==> src/rtl/nle_ram.sv <==
// Generic single-write, single-read RAM with registered read data.
`default_nettype none

module nle_ram #(
  parameter int DEPTH = 64,
  parameter int WIDTH = 16
) (
  input  wire logic                     clk_i,
  input  wire logic                     we_i,
  input  wire logic [$clog2(DEPTH)-1:0] waddr_i,
  input  wire logic [WIDTH-1:0]         wdata_i,
  input  wire logic [$clog2(DEPTH)-1:0] raddr_i,
  output logic      [WIDTH-1:0]         rdata_o
);

  logic [WIDTH-1:0] mem [DEPTH];

  always_ff @(posedge clk_i) begin
    if (we_i) begin
      mem[waddr_i] <= wdata_i;
    end
    rdata_o <= mem[raddr_i];
  end

endmodule

`default_nettype wire

==> config.mk <==
export PLATFORM = sky130hd
export DESIGN_NAME = nle_ram
export DESIGN_NICKNAME = d
export VERILOG_FILES = /design/src/rtl/nle_ram.sv
export SDC_FILE = /design/constraint.sdc
export NUM_CORES = 1
export LEC_CHECK = 0
export ABC_AREA = 1
export BUFFER_PORTS_ARGS = -buffer_cell sky130_fd_sc_hd__buf_2
export CORE_MARGIN = 2
export CORE_UTILIZATION = 44
export DETAILED_ROUTE_END_ITERATION = 16
export GPL_TIMING_DRIVEN = 0
export SLEW_MARGIN = 10
export SYNTH_ARGS = -nofsm -noshare
export SYNTH_HDL_FRONTEND = slang
export SYNTH_SLANG_ARGS = --single-unit
==> constraint.sdc <==
create_clock -name clk_i -period 8.25 [get_ports clk_i]
set_clock_uncertainty 0.15 [all_clocks]
set_input_delay 0.825 -clock clk_i [delete_from_list [all_inputs] [get_ports clk_i]]
set_output_delay 0.825 -clock clk_i [all_outputs]
set_load 0.01 [all_outputs]
Word-level counts from Yosys, hierarchy flattened
Memory sizes are Yosys's and may differ from the RTL's. A register that Yosys moved wholly into a read port is not among the register bits. Cells that the tools add are included.

Mux-type cells: 2.

Operator list (number): $mux 1 (2).

Register bits after elaboration: 0. Memory bits (writable): 1024. Input port bits: 30. Output and inout bits: 16. Word-level logic and storage cells: 3. Memories kept: 1.

Memory list: mem (words 64, width 16, rd ports 1, clocked after memory_dff 1, wr ports 1, line 16) `logic [WIDTH-1:0] mem [DEPTH];`.

Depth between registers and ports, before layout
Gate-level depths: netlist of run 1.

Word-level depth: 2. Gate-level depth with buffers: 12. Gate-level depth less buffers: 9.

Least setup slack after synthesis of run 1
Ideal clock, no wire load.

Path kind: input to register. Start point: input port we_i. End point: memory mem[48][0], enable pin. Setup time: 0.431 ns. Arrival: 2.949 ns. Slack: 4.721 ns. Stages on the path: 3. Path through: clkbuf_1 nand4_1 nor4_1.

Word-level cells in the longest chain between the ends: 2.

RTL lines: start: declaration (line 9) `input wire logic we_i,`; $mux 1 (line 19) `if (we_i) begin`; $mux 1 (implied by the code) (line 20) `mem[waddr_i] <= wdata_i;`; end: declaration (line 16).

Every way passes these cells.

==> reports/qor.yml, run 1 <==
min_path:
  hp-start: "wdata_i[1]"
  min_delay_path_depth: 1
  holdPathEnd: "mem[42][1]"
  min_path_type: "input pin to flop"
power:
  power_mw: 11.68
  irDropWorstVdd_uv: 170.3
  p_leak_nw: 17.88
  power_density_nw_per_um2: 237.8
place:
  dp_cells: 4910
  post-place-ws_ns: 4.622
  place.gp.congestion: 0.9894
  io_buffers: 37
  hpwl_mm: 95.95
  placed_area_um2: 45530
critical_path:
  rr_worst_depth: 8
  required_ns: 8.66
  crit_fanout: 10
  rr_startpoint: "mem[45][3]"
  r2r_slack_ns: 6.38
  arrival_ns: 3.48
  worstSetupStartpointType: "input pin"
  end_kind: "flop"
  reg2reg_to: "rdata_o[3]"
  critPathKind: "input pin to flop"
sta:
  rsz0062_at_grt: "false"
  timing.fmax_ghz: 0.3264
  slew-limit-headroom_pct: 30.59
  slew_viol_final: 0
  tns_ns: 0
  setup_violations: 0
  final_hold_viol_count: 0
  period_needed_ns: 3.064
  max_slew.worst_pin.slew_ns: 1.041
  worst_slack_ns: 5.186
  fin_crit_sh_pct: 37.14
  hold-worst-slack_ns: 0.3931
floorplan:
  coreArea_um2: 94870
  fp.dieH_um: 313.3
  floorplan.rows: 113
  chipWidth_um: 313.3
  initial_core_util_pct: 44.38
  ios: 46
  die-area_um2: 98170
cells_and_area:
  drive_gt1_share_pct: 14.01
  syn2layout_area_growth_pct: 16.68
  nFillCells: 8129
  fin_cells: 5113
  nNetsFinal: 3783
  multiInputGateArea_um2: 9746
  seq_area_um2: 31070
  stdcell_area_um2: 49120
  postLayoutCoreUtil_pct: 51.78
clock_tree:
  cts_tree: "built"
  root_buffer: "clkbuf_16"
  cts_setup_buffers: 0
  cts.sinks: 1040
  cts_buffer_depth: 3
  numCtsBuffers: 106
  cts.hold.buffers_added: 0
  post_cts_resize_count: 0
  cts.htree.levels: 3
  clkTransAtPathRegs_ns: 0.06
  insertion_delay_ns: 0.70
yosys:
  syn_avg_cell_area_um2: 11.97
  synth-seq-cells: 1040
  synth_warnings: 0
  synth_cell_types: 16
  synthesis.area_um2: 42100
  yosysSeqAreaShare_pct: 73.80
  synthCells: 3517
  synth_nets: 3547
route:
  wl_mm: 139.4
  wl_per_cell_um: 27.26
  post-route-drc-count: 0
  drtIter0Drc: 3885
  viasPerCell: 5.645
  ant_nets: 0
  vias: 28865
  drt_first_pass_iters: 5
global_route:
  grt_max_degree: 65
  busiest_layer: "met2"
  grt_use_met3_pct: 3.965
  antenna_found_initial: 9
  track_usage_pct: 28.10
  met2_usage_pct: 45.30
  first_global_vias: 26928
  use_met1_pct: 39.25
  grt_pass1_wl_mm: 194.3
  overflow: 0
run_status:
  status: "completed"
flow_run:
  cap_violations: 0
layout make-up:
class                   count  share of cell area (%)
inverters                  12                  0.1070
multi-input cells        2240                   19.84
well taps                1265                   3.222
plain buffers             225                   2.924
clock inverters            69                   1.620
clock buffers             132                   5.685
diodes                      2                 0.01019
flip-flops and latches   1040                   63.25
repair buffers            128                   3.342
flip-flops by register name (all words and copies together), names as in the netlist:
| signal | cells |
|---|---|
| rdata_o | 16 |
| mem | 1024 |
cells in the mapped netlist:
cell | count | area, um2
buf_4 | 19 | 142.6
nor2_1 | 56 | 210.2
nand2_1 | 1296 | 4865
clkbuf_1 | 26 | 97.59
buf_1 | 17 | 63.81
inv_2 | 2 | 7.510
inv_8 | 1 | 11.26
inv_1 | 9 | 33.78
buf_6 | 49 | 551.8
buf_2 | 113 | 565.5
edfxtp_1 | 1024 | 30750
nand4_1 | 9 | 56.30
buf_8 | 1 | 15.01
nand3_1 | 871 | 4359
dfxtp_1 | 16 | 320.3
nor4_1 | 8 | 50.05
how the worst max path moves through the flow:
stage          startpoint           to  depth (start not counted)
6_report       raddr_i[2]  rdata_o[11]                         10
2_1_floorplan        we_i   mem[48][0]                          3
5_1_grt        raddr_i[2]   rdata_o[0]                         10
3_5_place_dp   raddr_i[2]  rdata_o[11]                         10
4_1_cts        raddr_i[2]  rdata_o[11]                         10
3_3_place_gp         we_i  mem[49][11]                          3
routing by layer:
layer	vias to the layer above	part of all wire, %	wire length, um
met5	-	0.029	41
met2	1443	47	64990
met3	258	8.7	12120
met1	14266	41	56750
li1	12892	-	-
met4	6	3.9	5462
critical path, stage by stage:
cell     delay [ns]
buf_2          0.13
inv_1          0.06
buf_2          0.37
buf_1          0.82
nand3_1        0.39
nand2_1        0.18
nand2_1        0.07
nand3_1        0.11
nand3_1        0.20
nand2_1        0.31
kinds of logic after synthesis:
logic type	synth area share (%)
simple gates	22.66
buf+inv	3.537
flops	73.80
report_power, final:
group | total, mW | switching [mW] | internal [mW]
clock | 4.98 | 2.07 | 2.91
sequential | 5.86 | 0.0102 | 5.85
combinational | 0.844 | 0.633 | 0.211
cells in the final DEF (no fill, tap or decap):
cell type	n
buf_1	17
buf_12	4
buf_16	17
buf_2	135
buf_4	58
buf_6	49
buf_8	47
bufinv_16	16
clkbuf_1	50
clkbuf_16	108
clkinv_1	15
clkinv_2	23
clkinv_4	3
clkinv_8	1
clkinvlp_4	5
dfxtp_1	16
diode_2	2
edfxtp_1	1024
inv_1	9
inv_16	1
inv_2	2
inv_6	5
inv_8	1
nand2_1	1296
nand3_1	871
nand4_1	9
nor2_2	53
nor2_4	3
nor4_2	8
No activity file was read; power rests on OpenSTA's default activity.
==> run 2, diff against run 1 <==
--- a/config.mk
+++ b/config.mk
@@ -5,7 +5,7 @@
 export SDC_FILE = /design/constraint.sdc
 export NUM_CORES = 1
 export LEC_CHECK = 0
-export ABC_AREA = 1
+export ABC_AREA = 0
 export BUFFER_PORTS_ARGS = -buffer_cell sky130_fd_sc_hd__buf_2
 export CORE_MARGIN = 2
 export CORE_UTILIZATION = 44
==> constraint.sdc (replaced) <==
create_clock -name clk_i -period 2.6 [get_ports clk_i]
set_clock_uncertainty 0.15 [all_clocks]
set_input_delay 0.26 -clock clk_i [delete_from_list [all_inputs] [get_ports clk_i]]
set_output_delay 0.26 -clock clk_i [all_outputs]
set_load 0.01 [all_outputs]
==> run 2 against run 1 <==
  * Non-clock buffer count is 143 lower
  * Worst hold slack lost 0.37 ns
  * Critical endpoint is now rdata_o[6]
  * Setup slack got worse by 5.1 ns
  * Register-to-register slack got worse by 6.3 ns
  * First-iteration DRC count shrank 37%
  * Combinational power rose by 130%
  * Power increased to 3.1 times the previous value
==> reports/qor.yml, run 2 <==
run_status:
  status: "completed"
yosys:
  yosysSeqAreaShare_pct: 77.59  # +3.8 points
  synth_flop_cell: "edfxtp_1"
  synth_nets: 1859  # -48%
  synthCells: 1829  # -48%
  synth_cell_types: 43  # +27
  ys_async_sr_fraction_pct: 0  # unchanged
  synth_top_area_share_pct: 76.79  # +3.8 points
  syn_avg_cell_area_um2: 21.89  # +83%
  synth-seq-cells: 1040  # unchanged
  synth_warnings: 0  # unchanged
  yosysTopAreaCell: "edfxtp_1"
  yosysMostFrequentCell: "edfxtp_1"
  synth_edf_count: 1024  # unchanged
  synthesis.area_um2: 40040  # -4.9%
  synth_common_cells: "edfxtp_1, mux4_2, mux2i_1, nor2_1, nand2_1"
  synth.top_cells.by_area: "edfxtp_1, mux4_2, mux2i_1, dfxtp_1, mux2_2"
floorplan:
  coreArea_um2: 90150  # -5.0%
  fp.dieH_um: 305.7  # -2.4%
  ios: 46  # unchanged
  floorplan.rows: 110  # -2.7%
  die-area_um2: 93430  # -4.8%
  initial_core_util_pct: 44.42  # about the same
  chipWidth_um: 305.7  # -2.4%
cells_and_area:
  fin_cells: 3305  # -35%
  layout_common_cells: "edfxtp_1, mux4_2, clkbuf_16, mux2i_1, nor2_2"
  stdcell_area_um2: 46440  # -5.5%
  regMostFlops: "mem"
  largest_registers: "mem: 1024 flops, rdata_o: 16 flops"
  drive_gt1_share_pct: 31.16  # +17 points
  final_common_cell: "edfxtp_1"
  postLayoutCoreUtil_pct: 51.51  # -0.27 points
  nNetsFinal: 2070  # -45%
  syn2layout_area_growth_pct: 15.97
  largest_reg_flops: 1024  # unchanged
route:
  route.met3.wl_mm: 7.379  # -39%
  vias: 19517  # -32%
  wl_met2_mm: 48.80  # -25%
  viasPerCell: 5.905  # +4.6%
  drtIter0Drc: 2448  # -37%
  post-route-drc-count: 0  # unchanged
  ant_nets: 0  # unchanged
  drt_first_pass_iters: 5  # unchanged
  wl_mm: 102.3  # -27%
  maxUsedRoutingLayer: "met5"
  wl_per_cell_um: 30.95  # +14%
  wl_met1_mm: 42.56  # -25%
global_route:
  track_usage_pct: 22.09  # -6.0 points
  grt_pass1_wl_mm: 145.4  # -25%
  grt_max_degree: 65  # unchanged
  antenna_found_initial: 10  # +1
  first_global_vias: 19873  # -26%
  overflow: 0  # unchanged
sta:
  period_needed_ns: 2.551
  timing.fmax_ghz: 0.3920
  slew_viol_final: 0  # unchanged
  rsz0062_at_grt: "false"
  fin_crit_sh_pct: 98.11
  setup_violations: 0  # unchanged
  slew-limit-headroom_pct: 29.31  # -1.3 points
  max_slew.worst_pin.slew_ns: 1.057  # +0.01603 ns
  worst_slack_ns: 0.04905  # -5.137 ns
  final_hold_viol_count: 0  # unchanged
place:
  hpwl_mm: 66.68  # -31%
  placed_area_um2: 42830  # -5.9%
  io_buffers: 38  # +2.7%
  place.gp.congestion: 0.8499  # -14%
  dp_cells: 3108  # -37%
  post-place-ws_ns: -0.7945  # -5.416 ns
clock_tree:
  cts_setup_buffers: 0  # unchanged
  cts.sinks: 1040  # unchanged
  cts.htree.levels: 3  # unchanged
  clkTransAtPathRegs_ns: 0.06  # about the same
  cts_tree: "built"
  insertion_delay_ns: 0.67  # -0.03 ns
  numCtsBuffers: 103  # -2.8%
  root_buffer: "clkbuf_16"
  cts_buffer_depth: 3  # unchanged
flow_run:
  cap_violations: 0  # unchanged
critical_path:
  required_ns: 2.94  # -5.72 ns
  end_kind: "flop"
  crit_fanout: 10  # unchanged
  worstSetupStartpointType: "input pin"
  arrival_ns: 2.90  # -0.58 ns
  critPathKind: "input pin to flop"
power:
  power_density_nw_per_um2: 769.7  # +220%
  power_mw: 35.74  # +210%
  irDropWorstVdd_uv: 517.5  # +200%
  p_leak_nw: 14.71  # -18%
min_path:
  min_path_type: "input pin to flop"
run 2: power by group:
group | switching [mW] | internal [mW]
sequential | 0.0324 | 18.6
combinational | 1.25 | 0.664
clock | 6.23 | 9.01
run 2: what timing repair did:
action	CTS	global route
setup endpoints to repair	2	6
gates resized for setup	2	6
hold endpoints to repair	14	24
hold buffers	1	1
run 2: worst paths after layout:
check	from	endpoint	slack (ns)	cells after the start
worst max-delay path	raddr_i[2]	rdata_o[6]	0.05	7
worst min-delay path	wdata_i[5]	mem[30][5]	0.02	1
worst max register to register	mem[22][15]	rdata_o[15]	0.10	5
worst min register to register	mem[33][12]	rdata_o[12]	0.73	4
run 2: layer usage:
| metal | vias up | global-route usage [%] |
|---|---|---|
| met3 | 176 | 4.312 |
| met4 | 8 | 7.550 |
| met5 | - | 0 |
| met2 | 760 | 35.11 |
| met1 | 10458 | 30.81 |
| li1 | 8115 | - |
run 2: area by class of cell:
class,count,area [um2]
Timing Repair Buffer,106,1229
Antenna cell,1,2.502
Tap cell,1176,1471
Sequential cell,1040,31070
Clock buffer,125,2795
Clock inverter,68,683.2
Fill cell,7071,43710
Buffer,104,734.5
Multi-Input combinational cell,685,8451
run 2: kinds of logic after synthesis:
family	Yosys count	share of synthesized area (%)
compound gates	129	2.409
buf+inv	104	1.831
flops	1040	77.59
mux	336	15.52
simple gates	220	2.647
run 2: critical path, cell delays in order:
cell and delay [ns]:
buf_2 0.24, buf_4 0.23, buf_2 0.41, buf_4 0.34, clkbuf_1 0.46, a21oi_1 0.27
nor4_2 0.65
run 2: per-stage QoR:
stage,hold slack [ns],TNS [ns]
detailed placement,0.5037,-75.80
finish,0.02479,0
floorplan,0.2089,0
global placement,0.5062,-633.90
CTS,0.06341,0
global route,0.03955,0
