==> src/rtl/nle_pkg.sv <==
// Shared constants and types for the normalized Laplacian engine.
`default_nettype none

package nle_pkg;

  localparam int MAX_NODES = 64;
  localparam int SIM_W     = 16;
  localparam int IDX_W     = $clog2(MAX_NODES);
  localparam int CNT_W     = IDX_W + 1;
  localparam int ADDR_W    = 2 * IDX_W;
  localparam int DEG_W     = SIM_W + IDX_W;
  localparam int PROD_W    = 2 * DEG_W;
  localparam int ROOT_W    = DEG_W;
  localparam int FRAC_W    = 15;
  localparam int NUM_W     = DEG_W + FRAC_W + 1;
  localparam int SUB_W     = ROOT_W + 3;
  localparam int ITER_W    = $clog2(NUM_W);
  localparam int OUT_W     = 16;
  localparam int IN_DATA_W = ((2 * IDX_W + SIM_W + 7) / 8) * 8;
  localparam int IN_USER_W = 1;
  localparam int OUT_USER_W = 3;

  localparam logic REQ_WRITE = 1'b0;
  localparam logic REQ_READ  = 1'b1;

  // subtract-compare result
  typedef struct packed {
    logic             ge;
    logic [SUB_W-1:0] diff;
  } sub_res_t;

endpackage

`default_nettype wire

==> src/rtl/nle_sub_unit.sv <==
// Shared subtract-and-compare unit used by the root and divide iterations.
`default_nettype none

module nle_sub_unit (
  input  wire logic [nle_pkg::SUB_W-1:0] a_i,
  input  wire logic [nle_pkg::SUB_W-1:0] b_i,
  output nle_pkg::sub_res_t              res_o
);
  import nle_pkg::*;

  logic [SUB_W:0] wide;

  // borrow bit clear means a >= b
  assign wide       = {1'b0, a_i} - {1'b0, b_i};
  assign res_o.ge   = ~wide[SUB_W];
  assign res_o.diff = wide[SUB_W-1:0];

endmodule

`default_nettype wire

==> config.mk <==
export PLATFORM = sky130hd
export DESIGN_NAME = nle_sub_unit
export DESIGN_NICKNAME = d
export VERILOG_FILES = /design/src/rtl/nle_pkg.sv /design/src/rtl/nle_sub_unit.sv
export SDC_FILE = /design/constraint.sdc
export NUM_CORES = 1
export LEC_CHECK = 0
export ABC_CLOCK_PERIOD_IN_PS = 2000
export BUFFER_PORTS_ARGS = -buffer_cell sky130_fd_sc_hd__buf_4
export CELL_PAD_IN_SITES_DETAIL_PLACEMENT = 1
export CELL_PAD_IN_SITES_GLOBAL_PLACEMENT = 1
export CORE_MARGIN = 1.5
export CORE_UTILIZATION = 30
export DETAILED_ROUTE_END_ITERATION = 7
export MAX_ROUTING_LAYER = met4
export PLACE_DENSITY_LB_ADDON = 0.05
export SETUP_SLACK_MARGIN = 0.2
export SYNTH_ARGS = -nofsm -noshare
export SYNTH_HDL_FRONTEND = slang
export SYNTH_SLANG_ARGS = --single-unit
==> constraint.sdc <==
create_clock -name vclk -period 2
set_input_delay 0.2 -clock vclk [all_inputs]
set_output_delay 0.2 -clock vclk [all_outputs]
set_load 0.05 [all_outputs]
Word-level counts from Yosys, hierarchy flattened:

Cells that the tools add are included.

* add/subtract/negate cells: 1
* bitwise gates (word level): 1

Operator list (number)
* $sub 25x25->26: 1
* $not 1->1: 1

* register bits: 0
* logic and storage cells: 2
* input bits: 50

Logic depth before layout (Yosys ltp):

Gate-level depths: netlist of run 1.

* depth after elaboration: 2
* depth in mapped cells: 10
* gate-level depth less buffers: 10

Worst setup path before layout of run 1:

Ideal clock, no wire load.

* kind: input-to-output
* start: input port b_i[1] (netlist name)
* end: output port res_o[9] (netlist name)
* data arrival time: 2675 ps
* data required time: 1800 ps
* stages: 8
* slack: -875 ps
* cells stage by stage: inv_1 ha_1 nor2b_1 o31a_1 o31a_1 o21ai_1 nand2_1 o311ai_1

RTL lines
* start, declared: RTL line nle_sub_unit.sv:6 `input wire logic [nle_pkg::SUB_W-1:0] b_i,`
* end, declared: RTL line nle_sub_unit.sv:7 `output nle_pkg::sub_res_t res_o`

==> reports/metrics.cfg, run 1 <==
[outcome]
status = complete, but fails checks
failing_checks = negative setup slack

[floorplanning]
chipWidth_um = 74.9
floorplan.rows = 26
die_height_um = 74.9
dieArea_sq_mm = 0.00562
floorplan.io_pins = 76
initial_standard_cell_utilization_of_the_core_pct = 30.8
core_region_area_sq_mm = 0.00504

[power]
p_leak_nw = 1.68
seqPwrFrac_pct = 0
proportion_of_total_power_due_to_net_switching_pct = 57.1
power.share.combinational_pct = 100.0
power.ir.vdd_worst_uv = 310
switching_power_mw = 1.08
p_int_uw = 813
power_per_cell_area_mw_per_mm2 = 549
clock_power_share_pct = 0

[timing]
postLayoutSetupSlackWorst_ns = -0.567
setup_viol = 22
tightest_pin_transition_ns = 0.507
final-hold-violation-count = 0
maxSlewViolCount = 0
relSlewSlack_pct = 66.1
share_of_the_cycle_needed_by_the_critical_path_after_routing_pct = 128
max_freq_mhz = 390
rsz0062_at_grt = true
hold_ws_ns = 0.833
fin_crit_ns = 2.57

[final_layout]
flow.area_growth_from_synthesis_pct = 122
fillCellCount = 565
total_of_clock_buffers_placed_in_the_layout = 0
num-nets-final = 452
layout.sequential_cells = 0
n_diodes = 0
post_route_cells_drive_above_1_share_pct = 57.2
register_area_sq_um = 0
final_cell_count_no_fill = 444

[clock_tree]
cts_hold_buf = 0

[worst_setup_path]
startpoint_type = primary input
timing.critical_path.required_ns = 1.80
type_of_destination_of_the_critical_path = output port
path_max_fanout = 3
timing.critical_path.arrival_ns = 2.37
cp_slowest_cell = sky130_fd_sc_hd__fa_2
cell_by_cell_listing_of_the_critical_path = buf_8 > inv_12 > ha_4 > inv_2 > fa_2 > a211oi_4 > o21ai_2 > and4_4 > o211ai_1 > nand2_1 > o211ai_1 > buf_4
slowest_delay_ns = 0.37
setup.worst_path.class = primary input to output port
path_common_cell = sky130_fd_sc_hd__o211ai_1

[synth]
mappedNetlistNets = 307
yosys.cell_types.count = 45
yosysSeqAreaShare_pct = 0
synth.cell_area_sq_mm = 0.00155
ys.warnings.count = 0
avgSynthCellArea_sq_um = 6.72
synth_cells = 231

[min_path]
min_delay_worst_endpoint = res_o[0]
timing.hold.worst.start = b_i[0]
timing.hold.worst.class = primary input to output port
worst_hold_path.num_cells = 4

[global_route]
grt-ovfl-total = 0
met1_usage_pct = 30.7
antenna_found_initial = 0
global_route_wire_length_before_repair_um = 12200
busiest_layer = met2
grt.met2_usage_pct = 58.7
grt_start_max_net_pins = 8
global_route.usage.total_pct = 29.1
gr-usage-met3_pct = 1.47
grt_pass1_vias = 2504

[route]
drt_first_pass_iters = 4
drt_drc_violations_left = 0
final_antenna_net_count = 0
viasPerCell = 5.84
route.detailed.wl_per_inst_um = 23.9
dr_total_vias = 2592
routed_wl_um = 10600
dr.first_iter.drc_count = 142

[place]
portBuffers = 76
detailed_place_hpwl_um = 5360
numPlacedInstances = 434
gp_routability_congestion = 0.838

[run]
max_cap_violations = 0

## routing by layer
layer | wire length (um) | share of wire, % | vias to the layer above
met2 | 5810 | 55 | 147
met4 | 641 | 6.0 | 0
met5 | 0 | 0 | -
met3 | 544 | 5.1 | 59
li1 | - | - | 1108
met1 | 3630 | 34 | 1278
## cell type report
class | instances | area (sq um) | share of cell area (%)
multi-input cells | 185 | 1940 | 56.1
repair buffers | 155 | 1280 | 37.3
well taps | 70 | 87.6 | 2.54
inverters | 34 | 140 | 4.06
## cell usage after synthesis (5+ instances only)
cell / count / area [sq um]
sky130_fd_sc_hd__nand2_1: 12 / 45.0
sky130_fd_sc_hd__a21o_1: 9 / 67.6
sky130_fd_sc_hd__a21oi_1: 25 / 125
sky130_fd_sc_hd__o21ai_0: 10 / 50.1
sky130_fd_sc_hd__clkbuf_1: 7 / 26.3
sky130_fd_sc_hd__xor2_1: 8 / 70.1
sky130_fd_sc_hd__inv_1: 34 / 128
sky130_fd_sc_hd__o21a_1: 5 / 37.5
sky130_fd_sc_hd__nor2_1: 11 / 41.3
sky130_fd_sc_hd__nand3_1: 8 / 40.0
sky130_fd_sc_hd__xnor2_1: 11 / 96.3
sky130_fd_sc_hd__nand4_1: 6 / 37.5
sky130_fd_sc_hd__o21ai_1: 6 / 30.0
sky130_fd_sc_hd__ha_1: 25 / 313
## repair_timing
item                                    in CTS  in global routing
gates resized for setup                     38                 17
setup buffers                                3                  7
endpoints found under the setup margin      22                 23
endpoints found under the hold margin        0                  0
pin swaps                                   23                 18
## stage by stage
stage	worst slack (ns)	TNS, ns	area [sq um]	total power [mW]	utilization [%]
finish	-0.567	-8.69	3450	1.89	68.4
global route	-0.645	-9.86	3450	1.96	68.4
CTS	-0.464	-6.24	3300	1.71	65.5
detailed placement	-0.553	-8.13	3140	1.60	62.2
global placement	-0.497	-7.13	3140	1.57	62.2
floorplan	-0.622	-3.46	2030	1.08	-
## power by group through the flow
stage,Clock [mW],Sequential (mW),Combinational (mW)
3_5_place_dp,0,0,1.60
5_1_grt,0,0,1.96
6_report,0,0,1.89
2_1_floorplan,0,0,1.08
3_3_place_gp,0,0,1.57
4_1_cts,0,0,1.71
## logic make-up after synthesis
kind of cell	synth area share, %
and+or+nand+nor	17.2
AOI/OAI and AO/OA	38.7
xor gates and xnor gates	10.7
adders and majority gates	21.4
buffers and inverters	11.9
## worst max path at each step
stage / from / endpoint / slack (ns) / cells after the start
floorplan: a_i[0] / res_o[22] / -0.62 / 10
global placement: a_i[0] / res_o[22] / -0.50 / 12
detailed placement: a_i[0] / res_o[22] / -0.55 / 12
CTS: a_i[0] / res_o[22] / -0.46 / 12
global route: b_i[13] / res_o[24] / -0.64 / 11
finish: a_i[0] / res_o[22] / -0.57 / 12
## critical path, delay by kind of cell
| family | cells | cell delay [ns] |
|---|---|---|
| compound gates | 4 | 0.91 |
| fa+ha+maj | 2 | 0.49 |
| buf+inv | 4 | 0.42 |
| simple gates | 2 | 0.34 |
## placed cells by master, fill, tap and decap left out, types with 3 or more instances in the layout
| cell type | count |
|---|---|
| sky130_fd_sc_hd__o21ai_2 | 3 |
| sky130_fd_sc_hd__ha_1 | 18 |
| sky130_fd_sc_hd__a211o_1 | 3 |
| sky130_fd_sc_hd__nand3_1 | 8 |
| sky130_fd_sc_hd__o21ai_0 | 6 |
| sky130_fd_sc_hd__inv_1 | 31 |
| sky130_fd_sc_hd__o211ai_1 | 4 |
| sky130_fd_sc_hd__xnor2_4 | 9 |
| sky130_fd_sc_hd__ha_4 | 4 |
| sky130_fd_sc_hd__a21oi_2 | 4 |
| sky130_fd_sc_hd__buf_6 | 25 |
| sky130_fd_sc_hd__nor2_1 | 10 |
| sky130_fd_sc_hd__a21o_1 | 9 |
| sky130_fd_sc_hd__xor2_4 | 6 |
| sky130_fd_sc_hd__a21oi_1 | 17 |
| sky130_fd_sc_hd__a21oi_4 | 7 |
| sky130_fd_sc_hd__nand4_1 | 6 |
| sky130_fd_sc_hd__buf_4 | 127 |
| sky130_fd_sc_hd__nor3_1 | 4 |
| sky130_fd_sc_hd__nand2_1 | 11 |
| sky130_fd_sc_hd__ha_2 | 3 |
| sky130_fd_sc_hd__o21ai_1 | 6 |
| sky130_fd_sc_hd__o21a_1 | 5 |
Power figures use the tool's default switching activity.
==> run 2: changes to the inputs <==
--- a/config.mk
+++ b/config.mk
@@ -7,10 +7,10 @@
 export LEC_CHECK = 0
 export ABC_CLOCK_PERIOD_IN_PS = 2000
 export BUFFER_PORTS_ARGS = -buffer_cell sky130_fd_sc_hd__buf_4
-export CELL_PAD_IN_SITES_DETAIL_PLACEMENT = 1
-export CELL_PAD_IN_SITES_GLOBAL_PLACEMENT = 1
+export CELL_PAD_IN_SITES_DETAIL_PLACEMENT = 2
+export CELL_PAD_IN_SITES_GLOBAL_PLACEMENT = 2
 export CORE_MARGIN = 1.5
-export CORE_UTILIZATION = 30
+export CORE_UTILIZATION = 22
 export DETAILED_ROUTE_END_ITERATION = 7
 export MAX_ROUTING_LAYER = met4
 export PLACE_DENSITY_LB_ADDON = 0.05
==> run 2 against run 1 <==
The run still ends with negative setup slack left. Worst setup slack got worse by 0.0051 ns. Via count fell by 7.7%. Fmax fell by 0.20%. Utilization fell by 17 points. Global-route usage fell by 7.8 points. Clock-buffer cell count did not move. Hold slack improved by 0.0042 ns. Cell area rose by 0.36%. Die area rose by 35%. Cell count rose by 7.2%. Routed wire length fell by 11%.
==> reports/metrics.cfg, run 2 (synthesized netlist as in run 1, its figures left out) <==
[final_layout]
final_cell_count_no_fill = 476
num-nets-final = 458
final_cell_mix = 135 x sky130_fd_sc_hd__buf_4, 32 x sky130_fd_sc_hd__inv_1, 23 x sky130_fd_sc_hd__ha_1, 23 x sky130_fd_sc_hd__buf_6, 16 x sky130_fd_sc_hd__a21oi_1
final_common_cell = sky130_fd_sc_hd__buf_4
post_route_cells_drive_above_1_share_pct = 55.8
finish.instance_area_sq_mm = 0.00346
register_area_sq_um = 0
flow.area_growth_from_synthesis_pct = 123
total_of_clock_buffers_placed_in_the_layout = 0
finish.utilization_pct = 51.0
n_diodes = 0
layout.sequential_cells = 0

[worst_setup_path]
slowest_delay_ns = 0.33
startpoint_type = primary input
cp_slowest_cell = sky130_fd_sc_hd__o31a_1
timing.critical_path.required_ns = 1.80
path_max_fanout = 3
critical_path.n_buffers_inverters = 5
cell_by_cell_listing_of_the_critical_path = buf_4 > inv_1 > ha_1 > nor2b_1 > o31a_1 > o31a_1 > buf_4 > o21ai_4 > nand2_2 > buf_4 > xor2_4 > buf_6
path_depth = 12
cell_family_with_the_largest_share_of_critical_path_delay = compound AO/OA/AOI/OAI gates
timing.critical_path.arrival_ns = 2.37
path_common_cell = sky130_fd_sc_hd__buf_4
type_of_destination_of_the_critical_path = output port
setup.worst_path.class = primary input to output port

[route]
dr_total_vias = 2393
dr.first_iter.drc_count = 54
routed_wl_um = 9470
drt_drc_violations_left = 0
drt_first_pass_iters = 4
final_antenna_net_count = 0
route.detailed.wl_per_inst_um = 19.9
viasPerCell = 5.03

[min_path]
timing.hold.worst.class = primary input to output port
worst_hold_path.num_cells = 4

[timing]
relSlewSlack_pct = 55.7
hold_ws_ns = 0.837
tightest_pin_transition_ns = 0.663
max_freq_mhz = 389
setup_total_negative_slack_ns = -9.08
rsz0062_at_grt = true
setup_viol = 22
postLayoutSetupSlackWorst_ns = -0.572
share_of_the_cycle_needed_by_the_critical_path_after_routing_pct = 129
maxSlewViolCount = 0
final-hold-violation-count = 0
fin_crit_ns = 2.57

[floorplanning]
floorplan.io_pins = 76
chipWidth_um = 87.0
floorplan.rows = 30
die_height_um = 87.0
core_region_area_sq_mm = 0.00679
initial_standard_cell_utilization_of_the_core_pct = 22.9
dieArea_sq_mm = 0.00757

[global_route]
global_route.usage.total_pct = 21.4
grt-ovfl-total = 0
met1_usage_pct = 23.0
grt.met2_usage_pct = 44.9
global_route_wire_length_before_repair_um = 12600
grt_pass1_vias = 2579
gr-usage-met3_pct = 0.284
busiest_layer = met2
grt_start_max_net_pins = 12
antenna_found_initial = 0

[clock_tree]
cts_hold_buf = 0

[outcome]
status = complete, but fails checks
failing_checks = negative setup slack

[power]
power.ir.vdd_worst_uv = 257
clock_power_share_pct = 0
report.power.total_mw = 1.85
seqPwrFrac_pct = 0
p_leak_nw = 1.71
switching_power_mw = 1.04
power_per_cell_area_mw_per_mm2 = 533
power.share.combinational_pct = 100.0
proportion_of_total_power_due_to_net_switching_pct = 56.2
p_int_uw = 809

[place]
numPlacedInstances = 463
place_area_sq_mm = 0.00318
place_worst_setup_slack_ns = -0.629
gp_routability_congestion = 0.813
portBuffers = 76
detailed_place_hpwl_um = 6110

[run]
max_cap_violations = 0

run 2: repair_timing:
item	CTS	global route
resized for setup	37	7
cloned	0	0
pin swaps	21	14
setup endpoints to repair	22	22
hold endpoints to repair	0	0
buffers inserted	7	6
run 2: metal layers:
| layer | vias to the layer above | routed length (um) |
|---|---|---|
| li1 | 1126 | - |
| met1 | 1184 | 3650 |
| met2 | 59 | 5370 |
| met3 | 24 | 182 |
| met4 | 0 | 273 |
| met5 | - | 0 |
run 2: worst paths after layout:
check	from	end	slack (ns)
worst max-delay path	b_i[1]	res_o[7]	-0.57
worst min-delay path	b_i[0]	res_o[0]	0.84
run 2: cell type report:
| type | instances | area (sq um) |
|---|---|---|
| inverter | 34 | 140 |
| fill | 732 | 3330 |
| multi-input combinational | 185 | 1880 |
| timing repair buffer | 161 | 1320 |
| tap | 96 | 120 |
run 2: power groups by stage:
stage          clock network (mW)  registers (mW)  logic, mW
6_report                        0               0       1.85
2_1_floorplan                   0               0       1.08
3_3_place_gp                    0               0       1.59
5_1_grt                         0               0       1.94
3_5_place_dp                    0               0       1.63
4_1_cts                         0               0       1.76
